`src/rtl/lvc_pkg.sv`:
```
// Shared types, constants and CRC column table for the lattice vector checksum.
package lvc_pkg;

    // Default geometry and stream shape
    localparam int unsigned WORDS_PER_SITE_DEF = 6;
    localparam int unsigned LAT_X_DEF          = 64;
    localparam int unsigned LAT_Y_DEF          = 64;
    localparam int unsigned LAT_Z_DEF          = 64;

    // Field widths
    localparam int unsigned SIZE_W   = 9;
    localparam int unsigned ORG_W    = 8;
    localparam int unsigned COORD_W  = 8;
    localparam int unsigned GIDX_W   = 26;
    localparam int unsigned CFG_IX_W = 3;

    // CRC32, reflected form
    localparam logic [31:0] CRC_POLY = 32'hEDB8_8320;
    localparam logic [31:0] CRC_INIT = 32'hFFFF_FFFF;

    // Rotation moduli and their scaled reciprocals (2^16 / m, rounded up)
    localparam int unsigned MOD_A   = 29;
    localparam int unsigned MOD_B   = 31;
    localparam int unsigned RECIP_A = (2**16 + MOD_A - 1) / MOD_A;
    localparam int unsigned RECIP_B = (2**16 + MOD_B - 1) / MOD_B;

    typedef struct packed {
        logic        command;
        logic [63:0] data_word;
    } t_in_item;

    typedef struct packed {
        logic [31:0]       sum_a;
        logic [31:0]       sum_b;
        logic [31:0]       crc_out;
        logic [GIDX_W-1:0] index_out;
    } t_out_item;

    typedef struct packed {
        logic [SIZE_W-1:0] local_size_x;
        logic [SIZE_W-1:0] local_size_y;
        logic [SIZE_W-1:0] local_size_z;
        logic [SIZE_W-1:0] local_size_t;
        logic [ORG_W-1:0]  origin_x;
        logic [ORG_W-1:0]  origin_y;
        logic [ORG_W-1:0]  origin_z;
        logic [ORG_W-1:0]  origin_t;
    } t_cfg;

    typedef enum logic [CFG_IX_W-1:0] {
        CFG_SIZE_X   = 3'd0,
        CFG_SIZE_Y   = 3'd1,
        CFG_SIZE_Z   = 3'd2,
        CFG_SIZE_T   = 3'd3,
        CFG_ORIGIN_X = 3'd4,
        CFG_ORIGIN_Y = 3'd5,
        CFG_ORIGIN_Z = 3'd6,
        CFG_ORIGIN_T = 3'd7
    } t_cfg_reg;

    // Index sequencer states; each one also names the datapath step taken in it
    typedef enum logic [2:0] {
        IX_LOAD,
        IX_STEP_Z,
        IX_STEP_Y,
        IX_STEP_X,
        IX_READY
    } t_ix_state;

    typedef struct packed {
        t_ix_state ix_step;
        logic      word_acc;
        logic      clear_acc;
        logic      site_done;
    } t_dp_cmd;

    typedef struct packed {
        logic last_word;
        logic out_free;
    } t_dp_sts;

    // One column per input bit of the 64-bit CRC update: bits 31:0 state, 95:32 data
    typedef logic [95:0][31:0] t_crc_cols;

    function automatic t_crc_cols crc_columns();
        t_crc_cols   cols;
        logic [95:0] v;
        logic [31:0] c;
        logic [63:0] w;
        for (int j = 0; j < 96; j++) begin
            v = 96'(1) << j;
            c = v[31:0];
            w = v[95:32];
            for (int k = 0; k < 8; k++) begin
                c = c ^ {24'h0, w[8*k +: 8]};
                for (int b = 0; b < 8; b++) begin
                    c = c[0] ? ((c >> 1) ^ CRC_POLY) : (c >> 1);
                end
            end
            cols[j] = c;
        end
        return cols;
    endfunction

    localparam t_crc_cols CRC_COLS = crc_columns();

endpackage

```
`src/rtl/lvc_ctrl.sv`:
```
// Controller: index sequencer state machine and input acceptance.
module lvc_ctrl
    import lvc_pkg::*;
(
    input  logic    i_clk,
    input  logic    i_rst_n,
    input  logic    i_in_valid,
    input  logic    i_in_command,
    input  logic    i_cfg_we,
    input  t_dp_sts i_sts,
    output logic    o_in_ready,
    output t_dp_cmd o_cmd
);

    t_ix_state r_state;
    t_ix_state n_state;
    logic      w_ready;
    logic      w_acc;

    // State register
    always_ff @(posedge i_clk) begin
        if (!i_rst_n) begin
            r_state <= IX_LOAD;
        end else begin
            r_state <= n_state;
        end
    end

    // Accept, command decode and sequencing
    always_comb begin
        // hold the completing word until the index is known and the result slot is free
        w_ready = !i_sts.last_word || ((r_state == IX_READY) && i_sts.out_free);
        w_acc   = i_in_valid && w_ready;

        o_cmd.ix_step   = r_state;
        o_cmd.word_acc  = w_acc && !i_in_command;
        o_cmd.clear_acc = w_acc && i_in_command;
        o_cmd.site_done = w_acc && !i_in_command && i_sts.last_word;

        case (r_state)
            IX_LOAD:   n_state = IX_STEP_Z;
            IX_STEP_Z: n_state = IX_STEP_Y;
            IX_STEP_Y: n_state = IX_STEP_X;
            IX_STEP_X: n_state = IX_READY;
            IX_READY:  n_state = IX_READY;
            default:   n_state = IX_LOAD;
        endcase

        // restart whenever the coordinates or origins may have moved
        if (i_cfg_we || o_cmd.clear_acc || o_cmd.site_done) begin
            n_state = IX_LOAD;
        end
    end

    assign o_in_ready = w_ready;

endmodule

```
`src/rtl/lvc_datapath.sv`:
```
// Datapath: CRC update, site counters, index multiply-add, rotated sums, result register.
module lvc_datapath
    import lvc_pkg::*;
#(
    parameter int unsigned WORDS_PER_SITE = WORDS_PER_SITE_DEF,
    parameter int unsigned LAT_X          = LAT_X_DEF,
    parameter int unsigned LAT_Y          = LAT_Y_DEF,
    parameter int unsigned LAT_Z          = LAT_Z_DEF
) (
    input  logic      i_clk,
    input  logic      i_rst_n,
    input  t_cfg      i_cfg,
    input  t_dp_cmd   i_cmd,
    input  t_in_item  i_in_item,
    input  logic      i_out_ready,
    output t_dp_sts   o_sts,
    output logic      o_out_valid,
    output t_out_item o_out_item
);

    localparam int unsigned WCW = (WORDS_PER_SITE > 1) ? $clog2(WORDS_PER_SITE) : 1;
    localparam logic [WCW-1:0] LAST_WORD = WCW'(WORDS_PER_SITE - 1);

    localparam logic [SIZE_W-1:0] LX = SIZE_W'(LAT_X);
    localparam logic [SIZE_W-1:0] LY = SIZE_W'(LAT_Y);
    localparam logic [SIZE_W-1:0] LZ = SIZE_W'(LAT_Z);
    localparam logic [4:0] LX_A = 5'(LAT_X % MOD_A);
    localparam logic [4:0] LY_A = 5'(LAT_Y % MOD_A);
    localparam logic [4:0] LZ_A = 5'(LAT_Z % MOD_A);
    localparam logic [4:0] LX_B = 5'(LAT_X % MOD_B);
    localparam logic [4:0] LY_B = 5'(LAT_Y % MOD_B);
    localparam logic [4:0] LZ_B = 5'(LAT_Z % MOD_B);

    // Reduce a value below 64 times the modulus by a small modulus via its scaled reciprocal
    function automatic logic [4:0] red_mod(input logic [10:0] v, input logic [4:0] m,
                                           input logic [11:0] recip);
        logic [22:0] p;
        logic [10:0] r;
        p = 23'(v) * 23'(recip);
        r = v - 11'(p[21:16]) * 11'(m);
        if (r >= 11'(m)) begin
            r = r - 11'(m);
        end
        return r[4:0];
    endfunction

    // Size zero acts as one, anything above 256 as 256
    function automatic logic [SIZE_W-1:0] eff_size(input logic [SIZE_W-1:0] s);
        if (s == '0) begin
            return SIZE_W'(1);
        end else if (s[SIZE_W-1] && (s[SIZE_W-2:0] != '0)) begin
            return SIZE_W'(256);
        end
        return s;
    endfunction

    function automatic logic [31:0] rotl(input logic [31:0] v, input logic [4:0] r);
        logic [63:0] t;
        t = {v, v} << r;
        return t[63:32];
    endfunction

    logic [31:0]        r_crc;
    logic [WCW-1:0]     r_word_count;
    logic [COORD_W-1:0] r_x, r_y, r_z, r_t;
    logic [31:0]        r_hash_a, r_hash_b;
    logic [GIDX_W-1:0]  r_acc;
    logic [4:0]         r_res_a, r_res_b;
    logic               r_out_valid;
    t_out_item          r_out_item;

    logic [31:0]        n_crc;
    logic [31:0]        n_hash_a, n_hash_b;
    logic [GIDX_W-1:0]  n_acc;
    logic [4:0]         n_res_a, n_res_b;
    logic [COORD_W-1:0] n_x, n_y, n_z, n_t;

    logic [95:0]        w_crc_in;
    logic [31:0]        w_site_crc;
    logic [SIZE_W-1:0]  w_sum_x, w_sum_y, w_sum_z, w_sum_t;
    logic [SIZE_W-1:0]  w_csum, w_lat;
    logic [4:0]         w_lat_a, w_lat_b;
    logic [34:0]        w_prod;
    logic [10:0]        w_mix_a, w_mix_b;
    logic [SIZE_W-1:0]  w_inc_x, w_inc_y, w_inc_z, w_inc_t;
    logic               w_wrap_x, w_wrap_y, w_wrap_z, w_wrap_t;

    // 64-bit CRC update as an XOR of constant columns
    assign w_crc_in = {i_in_item.data_word, r_crc};

    always_comb begin
        n_crc = '0;
        for (int j = 0; j < 96; j++) begin
            if (w_crc_in[j]) begin
                n_crc = n_crc ^ CRC_COLS[j];
            end
        end
    end

    assign w_site_crc = n_crc ^ CRC_INIT;
    assign n_hash_a   = r_hash_a ^ rotl(w_site_crc, r_res_a);
    assign n_hash_b   = r_hash_b ^ rotl(w_site_crc, r_res_b);

    // Global coordinates of the current site
    assign w_sum_x = {1'b0, r_x} + {1'b0, i_cfg.origin_x};
    assign w_sum_y = {1'b0, r_y} + {1'b0, i_cfg.origin_y};
    assign w_sum_z = {1'b0, r_z} + {1'b0, i_cfg.origin_z};
    assign w_sum_t = {1'b0, r_t} + {1'b0, i_cfg.origin_t};

    // Select the axis for this sequencer step; load uses a zero stride
    always_comb begin
        case (i_cmd.ix_step)
            IX_STEP_Z: begin
                w_lat = LZ; w_lat_a = LZ_A; w_lat_b = LZ_B; w_csum = w_sum_z;
            end
            IX_STEP_Y: begin
                w_lat = LY; w_lat_a = LY_A; w_lat_b = LY_B; w_csum = w_sum_y;
            end
            IX_STEP_X: begin
                w_lat = LX; w_lat_a = LX_A; w_lat_b = LX_B; w_csum = w_sum_x;
            end
            default: begin
                w_lat = '0; w_lat_a = '0; w_lat_b = '0; w_csum = w_sum_t;
            end
        endcase
    end

    // Horner step on the index and on both residues
    assign w_prod  = 35'(r_acc) * 35'(w_lat);
    assign n_acc   = w_prod[GIDX_W-1:0] + GIDX_W'(w_csum);
    assign w_mix_a = 11'(r_res_a) * 11'(w_lat_a) + 11'(w_csum);
    assign w_mix_b = 11'(r_res_b) * 11'(w_lat_b) + 11'(w_csum);
    assign n_res_a = red_mod(w_mix_a, 5'(MOD_A), 12'(RECIP_A));
    assign n_res_b = red_mod(w_mix_b, 5'(MOD_B), 12'(RECIP_B));

    // Site coordinate stepping, x fastest, t wraps without carry
    always_comb begin
        w_inc_x  = {1'b0, r_x} + SIZE_W'(1);
        w_inc_y  = {1'b0, r_y} + SIZE_W'(1);
        w_inc_z  = {1'b0, r_z} + SIZE_W'(1);
        w_inc_t  = {1'b0, r_t} + SIZE_W'(1);
        w_wrap_x = w_inc_x >= eff_size(i_cfg.local_size_x);
        w_wrap_y = w_inc_y >= eff_size(i_cfg.local_size_y);
        w_wrap_z = w_inc_z >= eff_size(i_cfg.local_size_z);
        w_wrap_t = w_inc_t >= eff_size(i_cfg.local_size_t);
        n_x = r_x;
        n_y = r_y;
        n_z = r_z;
        n_t = r_t;
        n_x = w_wrap_x ? '0 : w_inc_x[COORD_W-1:0];
        if (w_wrap_x) begin
            n_y = w_wrap_y ? '0 : w_inc_y[COORD_W-1:0];
            if (w_wrap_y) begin
                n_z = w_wrap_z ? '0 : w_inc_z[COORD_W-1:0];
                if (w_wrap_z) begin
                    n_t = w_wrap_t ? '0 : w_inc_t[COORD_W-1:0];
                end
            end
        end
    end

    // Running CRC, counters and sums
    always_ff @(posedge i_clk) begin
        if (!i_rst_n) begin
            r_crc        <= CRC_INIT;
            r_word_count <= '0;
            r_x          <= '0;
            r_y          <= '0;
            r_z          <= '0;
            r_t          <= '0;
            r_hash_a     <= '0;
            r_hash_b     <= '0;
        end else if (i_cmd.clear_acc) begin
            r_crc        <= CRC_INIT;
            r_word_count <= '0;
            r_x          <= '0;
            r_y          <= '0;
            r_z          <= '0;
            r_t          <= '0;
            r_hash_a     <= '0;
            r_hash_b     <= '0;
        end else if (i_cmd.site_done) begin
            r_crc        <= CRC_INIT;
            r_word_count <= '0;
            r_x          <= n_x;
            r_y          <= n_y;
            r_z          <= n_z;
            r_t          <= n_t;
            r_hash_a     <= n_hash_a;
            r_hash_b     <= n_hash_b;
        end else if (i_cmd.word_acc) begin
            r_crc        <= n_crc;
            r_word_count <= r_word_count + WCW'(1);
        end
    end

    // Index accumulator; clear at reset so the first sequence starts from known values
    always_ff @(posedge i_clk) begin
        if (!i_rst_n) begin
            r_acc   <= '0;
            r_res_a <= '0;
            r_res_b <= '0;
        end else if (i_cmd.ix_step != IX_READY) begin
            r_acc   <= n_acc;
            r_res_a <= n_res_a;
            r_res_b <= n_res_b;
        end
    end

    // Result register
    always_ff @(posedge i_clk) begin
        if (!i_rst_n) begin
            r_out_valid <= 1'b0;
        end else if (i_cmd.site_done) begin
            r_out_valid <= 1'b1;
        end else if (i_out_ready) begin
            r_out_valid <= 1'b0;
        end
    end

    always_ff @(posedge i_clk) begin
        if (i_cmd.site_done) begin
            r_out_item.sum_a     <= n_hash_a;
            r_out_item.sum_b     <= n_hash_b;
            r_out_item.crc_out   <= w_site_crc;
            r_out_item.index_out <= r_acc;
        end
    end

    assign o_sts.last_word = (r_word_count == LAST_WORD);
    assign o_sts.out_free  = !r_out_valid || i_out_ready;
    assign o_out_valid     = r_out_valid;
    assign o_out_item      = r_out_item;

endmodule

```
`src/rtl/lattice_vector_checksum.sv`:
```
// Top level of the lattice vector checksum: configuration registers and unit wiring.
//
// Takes 64-bit file words, WORDS_PER_SITE to a site, and gives one item per completed
// site: the site's CRC32, its global index (low 26 bits) and the two running XOR sums of
// the CRC rotated left by the index mod 29 and mod 31. A clear item (command set) resets
// the CRC, the word and site counters and both sums, and gives no result. Words are taken
// one per cycle except when the completing word is held. The global index is built by a
// four-step multiply-add sequencer that restarts after each completed site, after a clear
// and after any configuration write; the word that completes a site waits until that
// sequence has finished and the result register is free. Configuration writes are taken in
// any cycle and belong in periods with no site in progress.
module lattice_vector_checksum
    import lvc_pkg::*;
#(
    parameter int unsigned WORDS_PER_SITE = WORDS_PER_SITE_DEF,
    parameter int unsigned LAT_X          = LAT_X_DEF,
    parameter int unsigned LAT_Y          = LAT_Y_DEF,
    parameter int unsigned LAT_Z          = LAT_Z_DEF
) (
    input  logic                i_clk,
    input  logic                i_rst_n,
    input  logic                i_in_valid,
    output logic                o_in_ready,
    input  t_in_item            i_in_item,
    output logic                o_out_valid,
    input  logic                i_out_ready,
    output t_out_item           o_out_item,
    input  logic                i_cfg_we,
    input  logic [CFG_IX_W-1:0] i_cfg_index,
    input  logic [SIZE_W-1:0]   i_cfg_wdata
);

    t_cfg    r_cfg;
    t_dp_cmd w_cmd;
    t_dp_sts w_sts;

    // Configuration registers
    always_ff @(posedge i_clk) begin
        if (!i_rst_n) begin
            r_cfg.local_size_x <= SIZE_W'(1);
            r_cfg.local_size_y <= SIZE_W'(1);
            r_cfg.local_size_z <= SIZE_W'(1);
            r_cfg.local_size_t <= SIZE_W'(1);
            r_cfg.origin_x     <= '0;
            r_cfg.origin_y     <= '0;
            r_cfg.origin_z     <= '0;
            r_cfg.origin_t     <= '0;
        end else if (i_cfg_we) begin
            case (t_cfg_reg'(i_cfg_index))
                CFG_SIZE_X:   r_cfg.local_size_x <= i_cfg_wdata;
                CFG_SIZE_Y:   r_cfg.local_size_y <= i_cfg_wdata;
                CFG_SIZE_Z:   r_cfg.local_size_z <= i_cfg_wdata;
                CFG_SIZE_T:   r_cfg.local_size_t <= i_cfg_wdata;
                CFG_ORIGIN_X: r_cfg.origin_x     <= i_cfg_wdata[ORG_W-1:0];
                CFG_ORIGIN_Y: r_cfg.origin_y     <= i_cfg_wdata[ORG_W-1:0];
                CFG_ORIGIN_Z: r_cfg.origin_z     <= i_cfg_wdata[ORG_W-1:0];
                CFG_ORIGIN_T: r_cfg.origin_t     <= i_cfg_wdata[ORG_W-1:0];
                default: begin
                end
            endcase
        end
    end

    lvc_ctrl u_ctrl (
        .i_clk        (i_clk),
        .i_rst_n      (i_rst_n),
        .i_in_valid   (i_in_valid),
        .i_in_command (i_in_item.command),
        .i_cfg_we     (i_cfg_we),
        .i_sts        (w_sts),
        .o_in_ready   (o_in_ready),
        .o_cmd        (w_cmd)
    );

    lvc_datapath #(
        .WORDS_PER_SITE (WORDS_PER_SITE),
        .LAT_X          (LAT_X),
        .LAT_Y          (LAT_Y),
        .LAT_Z          (LAT_Z)
    ) u_datapath (
        .i_clk       (i_clk),
        .i_rst_n     (i_rst_n),
        .i_cfg       (r_cfg),
        .i_cmd       (w_cmd),
        .i_in_item   (i_in_item),
        .i_out_ready (i_out_ready),
        .o_sts       (w_sts),
        .o_out_valid (o_out_valid),
        .o_out_item  (o_out_item)
    );

    // A new result appears only after a data word completed a site
    a_result_from_site: assert property (@(posedge i_clk) disable iff (!i_rst_n)
        $rose(o_out_valid) |-> $past(i_in_valid && o_in_ready && !i_in_item.command))
        else $error("result raised without a completing word");

    // The completing word is never taken while the result register is still occupied
    a_no_overwrite: assert property (@(posedge i_clk) disable iff (!i_rst_n)
        (o_in_ready && w_sts.last_word) |-> w_sts.out_free)
        else $error("completing word accepted over a pending result");

    // After a clear the index sequence restarts, so no site can complete next cycle
    a_clear_restarts: assert property (@(posedge i_clk) disable iff (!i_rst_n)
        w_cmd.clear_acc |=> !w_cmd.site_done)
        else $error("site completed straight after a clear");

endmodule
```
`config.mk`:
```
export PLATFORM = sky130hd
export DESIGN_NAME = lattice_vector_checksum
export DESIGN_NICKNAME = d
export VERILOG_FILES = /design/src/rtl/lvc_pkg.sv /design/src/rtl/lvc_ctrl.sv /design/src/rtl/lvc_datapath.sv /design/src/rtl/lattice_vector_checksum.sv
export SDC_FILE = /design/constraint.sdc
export NUM_CORES = 2
export LEC_CHECK = 0
export BUFFER_PORTS_ARGS = -buffer_cell sky130_fd_sc_hd__buf_2
export CORE_MARGIN = 3
export CORE_UTILIZATION = 40
export CTS_BUF_LIST = sky130_fd_sc_hd__clkbuf_4
export DETAILED_ROUTE_END_ITERATION = 8
export GPL_ROUTABILITY_DRIVEN = 0
export HOLD_SLACK_MARGIN = 0.08
export MAX_ROUTING_LAYER = met4
export PLACE_DENSITY_LB_ADDON = 0.3
export SLEW_MARGIN = 25
export SYNTH_ARGS = -nofsm -noshare
export SYNTH_HDL_FRONTEND = slang
export SYNTH_SLANG_ARGS = --single-unit
```
`constraint.sdc`:
```
create_clock -name i_clk -period 12.7 [get_ports i_clk]
set_input_delay 3.175 -clock i_clk [delete_from_list [all_inputs] [get_ports i_clk]]
set_output_delay 3.175 -clock i_clk [all_outputs]
set_load 0.03 [all_outputs]
```
# Word level (Yosys, flattened, before mapping)
# Cells that the tools add are included.
# classes
n_addsub	16
multipliers	7
n_lt_le_gt_ge	6
n_eq_ne	13
n_shift	2
mux	129
n_bitwise	99
n_reduce_logical	43
# op_table
op	count
2-to-1 mux 32 bit	43
2-to-1 mux 31 bit	24
inverter 13 bit	28
2-to-1 mux 30 bit	12
inverter 15 bit	14
2-to-1 mux 29 bit	5
inverter 18 bit	8
inverter 14 bit	10
inverter 20 bit	7
<< shifter 64 x 5 -> 64 bit	2
inverter 12 bit	10
inverter 17 bit	7
2-to-1 mux 28 bit	4
inverter 16 bit	7
2-to-1 mux 27 bit	4
2-to-1 mux 9 bit	12
2-to-1 mux 26 bit	3
bitwise XOR 32 bit	2
inverter 19 bit	2
adder 8 x 1 -> 9 bit, second input constant	4
adder 8 x 8 -> 9 bit	4
>= comparator 9 bit	4
logical NOT 9 bit	4
2-to-1 mux 8 bit	4
other kinds (38)	91
# totals
regBits	361
inputBits	82
out_inout_bits	124
word_cells	340

# Logic depth before layout (Yosys ltp)
# depth
depth_word	194
depth_mapped	54
depth_no_buf	53

# Modules after synthesis
# Synthesis repeated with hierarchy kept, for this count alone.
# hier_totals
hier_cells	3396
area_unflattened_um2	33986.3
# by_module_without_submodules
module	n_inst	cells_each	area_each_um2	seq_area_each_um2
lvc_datapath	1	3137	31311.3	7026.7
lattice_vector_checksum	1	238	2494.9	1361.3
lvc_ctrl	1	21	180.2	60.1

# Least setup slack after synthesis
# No wires, ideal clock.
# synth_path
kind	reg2reg
startpoint	reg u_ctrl.r_state[0]
endpoint	reg u_datapath.r_res_a[3]
setup_time_ns	0.133
arrival_time_ns	11.489
t_required_ns	12.567
slack_ns	1.078
path_stages_with_launch	54
path_buffers	3
synth_period_minus_slack_ns	11.622
path_cell_list	dfxtp_1 > clkbuf_1 > clkbuf_1 > nor2_1 > nor2_1 > clkbuf_1 > nand2_1 > inv_1 > ha_1 > inv_1 > fa_1 > inv_1 > ha_1 > inv_1 > o21bai_1 > a21oi_1 > o21bai_1 > xor2_1 > [... 18 more ...] > inv_1 > fa_1 > inv_1 > fa_1 > inv_1 > ha_1 > a21boi_0 > o21ai_0 > a21oi_1 > a211o_1 > a21o_1 > a21oi_1 > xnor2_1 > xor2_1 > nor4_1 > nor3b_1 > xnor2_1 > a21oi_1
# synth_between
elab_chain_cells	10
elab_cells_between_ends	15
cone_classes	add/sub: 3; mul: 3; order compare: 1; eq/ne: 4; mux: 3; reduce/logical: 1
# synth_lines
element	line_no	rtl
start: declaration	lvc_ctrl.sv:15	t_ix_state r_state;
start signal: assignment	lvc_ctrl.sv:25	r_state <= n_state;
== test 3 x 1 -> 1 bit or == test 3 x 2 -> 1 bit (tied branches)	lvc_datapath.sv:112	case (i_cmd.ix_step)
OR reduction 3 bit (no source line)	n/a	
2-to-1 mux 3 bit	lvc_datapath.sv:112	
multiplier 5 x 3 -> 8 bit	lvc_datapath.sv:131	assign w_mix_a = 11'(r_res_a) * 11'(w_lat_a) + 11'(w_csum);
adder 10 x 9 -> 11 bit	lvc_datapath.sv:131	
multiplier 11 x 10 -> 20 bit	lvc_datapath.sv:39	p = 23'(v) * 23'(recip);
multiplier 6 x 5 -> 11 bit	lvc_datapath.sv:40	r = v - 11'(p[21:16]) * 11'(m);
subtractor 11 bit	lvc_datapath.sv:40	
>= comparator 11 x 5 -> 1 bit or subtractor 5 bit (tied branches)	lvc_datapath.sv:41, lvc_datapath.sv:42	
2-to-1 mux 5 bit	lvc_datapath.sv:41	if (r >= 11'(m)) begin
end signal: assignment	lvc_datapath.sv:205	r_res_a <= n_res_a;
end: declaration	lvc_datapath.sv:68	logic [4:0] r_res_a, r_res_b;
# Several ways; a longest one is shown, not always the timed one.
# A chain may end at the register's enable or synchronous reset.

# Worst setup path after layout
# layout_path
startpoint	reg u_datapath.r_x[0]
endpoint	reg u_datapath.r_res_a[3]
# layout_between
elab_chain_cells	8
elab_cells_between_ends	9
cone_classes	add/sub: 4; mul: 2; order compare: 1; mux: 2
# layout_lines
element	line_no	rtl
start: declaration	lvc_datapath.sv:65	logic [COORD_W-1:0] r_x, r_y, r_z, r_t;
start signal: assignment	lvc_datapath.sv:185	r_x <= n_x;
adder 8 x 8 -> 9 bit *	lvc_datapath.sv:105	assign w_sum_x = {1'b0, r_x} + {1'b0, i_cfg.origin_x};
case mux 9 bit (3 select lines) *	lvc_datapath.sv:112	
adder 10 x 9 -> 11 bit *	lvc_datapath.sv:131	
multiplier 11 x 10 -> 20 bit	lvc_datapath.sv:39	
multiplier 6 x 5 -> 11 bit	lvc_datapath.sv:40	
subtractor 11 bit *	lvc_datapath.sv:40	
>= comparator 11 x 5 -> 1 bit or subtractor 5 bit (tied branches)	lvc_datapath.sv:41, lvc_datapath.sv:42	
2-to-1 mux 5 bit *	lvc_datapath.sv:41	
# Mark *: on every way between the ends. The rest lies on a longest branch, timed or not.

==> results.md <==
- Initial antenna violation count: 6
- Vias per cell: 5.48
- Clock-pin slew on the worst setup and hold paths: 0.07 ns
- Total global-route track usage: 23.5%
- Nets: 4197
- Iter 0 DRT Violations: 2230
- Drt first pass iters: 6
- Finished layout cell area: 0.0367 sq mm
- Hold Fails Final Rpt: 0
- Most frequent CP cell: ha_1
- Syn nets: 4046
- Routed Antenna Nets: 0
- Final TNS setup: 0 ns
- Dpl cell area: 0.0352 sq mm
- Drt total wl: 101 mm
- Arrival time worst endpoint: 12.46 ns
- Post-synth EDFFs: 122
- Initial core utilization: 40.5%
- Hold Crit Class: register to register
- Die Y: 295 um
- Number of port buffers: 205
- Vias in the first global route: 26000
- Max_slew headroom: 27.5%
- MaxCap Viol Count: 0
- Fin crit share: 92.4%
- DR vias: 27200
- Met1 usage: 28.4%
- Synth top area cells: dfxtp_1, edfxtp_1, xnor2_1, ha_1, xnor3_1
- RSZ-0062 raised after global routing: no
- IO Pins: 206
- Final Slew Violations: 0
- Crit path max fanout: 8
- Multi-input gate area: 0.0233 sq mm
- Sequential Area: 0.00845 sq mm
- Reg2reg setup slack: 0.96 ns
- Worst-skew pair later-pin latency: 0.90 ns
- Syn Area/Cell: 9.16 sq um
- Largest net degree at the start of global routing: 84
- FF-to-FF End: u_datapath.r_res_a[3]$_SDFFE_PN0N_
- CP endpoint: u_datapath.r_res_a[3]$_SDFFE_PN0N_
- # rows: 105
- Post-synthesis compound-gate area fraction: 15.6%
- CTS tree: yes
- Ys flop type: dfxtp_1
- Worst Skew: 0.0563 ns
- Worst R2R Start: u_datapath.r_x[0]$_SDFFE_PP0P_
- TritonCTS Buffers: 98
- Netlist cell types: 87
- Post-synthesis register bit count: 361
- Slowest CP cell: fa_1
- Global-route wire length before repair: 153 mm
- Worst Setup Start Kind: register
- Full die area: 0.0869 sq mm
- Synth warn: 0
- Cell taking the most area after synthesis: dfxtp_1
- Met3 GRT Util: 4.46%
- H-Tree Depth: 3
- M2 GR Usage: 38.3%
- Worst-Margin Slew: 1.08 ns
- Synth Area in Adders: 13.4%
- Global route overflow: 0
- GRT Max-Usage Layer: met2
- Fin crit period: 11.74 ns
- Setup crit start: u_datapath.r_x[0]$_SDFFE_PP0P_
- Share of the synthesized area in the top cell type: 14.3%
- Simple-Gate Fraction of Synth Area: 12.3%
- Syn-to-layout area delta: 9.90%
- Max incr delay on CP: 0.54 ns
- Share of cells above drive strength 1: 13.3%
- Seq/Total Area, Yosys: 25.3%
- Synthesized cell area: 0.0334 sq mm
- Die X: 295 um
- Worst r2r path cells: 51
- Combinational family with the most area after synthesis: XOR/XNOR gates
- CTS Buffer Depth: 3
- Cells after synthesis: 3641
- CTS Sinks: 361
- Post-CTS setup buffer count: 0
- Critical path endpoint category: register
- DP Wirelength: 76.2 mm
- Fill count: 8063
- DRC viols: 0
- CP Class: register to register
- Worst endpoint required time: 13.42 ns
- Ys async rst share: 0%
- Setup Viol. Count Final: 0
- Core ar.: 0.0824 sq mm
- Post-DR wirelength/cell: 20.3 um
- Fmax: 0.0852 GHz
- XOR/XNOR Fraction of Synth Area: 24.2%
- Status: completed
- CTS Root Cell: clkbuf_4
- Mux share of post-synthesis cell area: 4.14%
## cell usage in the layout, fill, tap and decap left out, drive strengths merged, types with 11 or more instances in the layout
cell / instances
o21ai: 161
a221oi: 12
a31oi: 14
clkinv: 28
mux2: 21
inv: 238
dfxtp: 239
buf: 244
mux4: 15
nand2b: 26
nor3b: 13
nor2b: 29
and3: 22
o31ai: 43
or3: 22
nand2: 459
xor2: 155
o211ai: 43
o22ai: 30
nor2: 221
a21boi: 77
xor3: 23
o221ai: 12
edfxtp: 122
or4: 11
clkbuf: 149
ha: 266
a21oi: 159
mux2i: 79
a21o: 77
o21bai: 15
nand3: 58
nor3: 35
xnor2: 408
and2: 17
fa: 57
xnor3: 106
a22oi: 30
a211oi: 24
o21a: 17
## cell families after synthesis
kind of cell / count (synthesis)
buffers and inverters: 428
adder cells (fa/ha/maj): 324
XOR/XNOR: 692
AO/OA/AOI/OAI: 781
flip-flops: 361
AND/OR/NAND/NOR: 940
multiplexers: 115
## cell usage after synthesis (15+ instances only)
cell type	number
buf_1	21
edfxtp_1	122
fa_1	57
o211ai_1	43
dfxtp_1	239
xnor2_1	389
a21oi_1	159
nor3_1	35
o31ai_1	43
ha_1	266
mux2i_1	77
nor2_1	220
xor2_1	151
or3_1	22
and2_1	16
o21a_1	17
nand2b_1	26
mux2_2	21
o21bai_1	15
xor3_1	21
a211oi_1	24
o22ai_1	28
inv_1	225
nor2b_1	29
o21ai_1	24
a21o_1	77
buf_2	32
nand2_1	459
nand3_1	58
o21ai_0	131
and3_1	22
xnor2_2	18
clkbuf_1	132
xnor3_1	101
a21boi_0	77
a22oi_1	30
## area by class of cell
type / instances / area share [%]
timing repair buffer: 244 / 3.59
clock inverter: 34 / 0.607
multi-input combinational: 2852 / 63.6
tap: 1070 / 3.65
sequential: 361 / 23.0
antenna: 9 / 0.0614
inverter: 235 / 2.42
clock buffer: 149 / 3.05
## flip-flops by register name (all words and copies together) (netlist names)
name / count
u_datapath.o_out_valid: 1
u_ctrl.r_state: 3
u_datapath.r_res_b: 5
u_datapath.r_y: 8
u_datapath.r_crc: 32
u_datapath.r_z: 8
u_datapath.r_word_count: 3
u_datapath.r_hash_b: 32
u_datapath.r_t: 8
r_cfg: 68
u_datapath.r_x: 8
u_datapath.r_acc: 26
u_datapath.r_res_a: 5
u_datapath.o_out_item: 122
u_datapath.r_hash_a: 32
## metal layers
layer	share of wire (%)	routed length [um]	vias up
li1	-	-	13000
met1	41	40800	12700
met2	47	47600	1121
met3	7.8	7860	272
met4	4.3	4370	0
met5	0	0	-
## how the worst min path moves through the flow
stage,cells after the start,slack (ns),to,from
floorplan,0,0.41,u_datapath.o_out_item[21]$_DFFE_PP_,u_datapath.r_acc[21]$_SDFFE_PN0N_
global placement,0,0.43,u_datapath.o_out_item[25]$_DFFE_PP_,u_datapath.r_acc[25]$_SDFFE_PN0N_
detailed placement,0,0.42,u_datapath.o_out_item[25]$_DFFE_PP_,u_datapath.r_acc[25]$_SDFFE_PN0N_
CTS,0,0.41,u_datapath.o_out_item[2]$_DFFE_PP_,u_datapath.r_acc[2]$_SDFFE_PN0N_
global route,0,0.43,u_datapath.o_out_item[2]$_DFFE_PP_,u_datapath.r_acc[2]$_SDFFE_PN0N_
finish,0,0.44,u_datapath.o_out_item[2]$_DFFE_PP_,u_datapath.r_acc[2]$_SDFFE_PN0N_
## worst max-delay path: cells and delay by family (launching register included)
| family | cells | cell delay, ns |
|---|---|---|
| AO/OA/AOI/OAI | 18 | 3.62 |
| XOR/XNOR | 6 | 0.93 |
| adder cells (fa/ha/maj) | 13 | 4.66 |
| buffers and inverters | 9 | 0.91 |
| flip-flops | 1 | 0.44 |
| AND/OR/NAND/NOR | 5 | 0.99 |
## stage by stage
stage | util, % | hold slack [ns] | instances | setup slack, ns
floorplan | - | 0.408 | 3641 | 1.08
global placement | 42.8 | 0.426 | 4761 | 0.915
detailed placement | 42.8 | 0.418 | 4761 | 0.651
CTS | 44.4 | 0.408 | 4944 | 0.591
global route | 44.5 | 0.426 | 4953 | 0.0345
finish | 44.5 | 0.435 | 4954 | 0.960
## repair_timing
item	CTS	global route
endpoints found under the setup margin	0	10
hold endpoints to repair	0	0
hold buffers	0	0
resized for setup	0	6
Power is not shown: default switching activity piles up to over one toggle a cycle in this logic, so the estimate is an artifact.
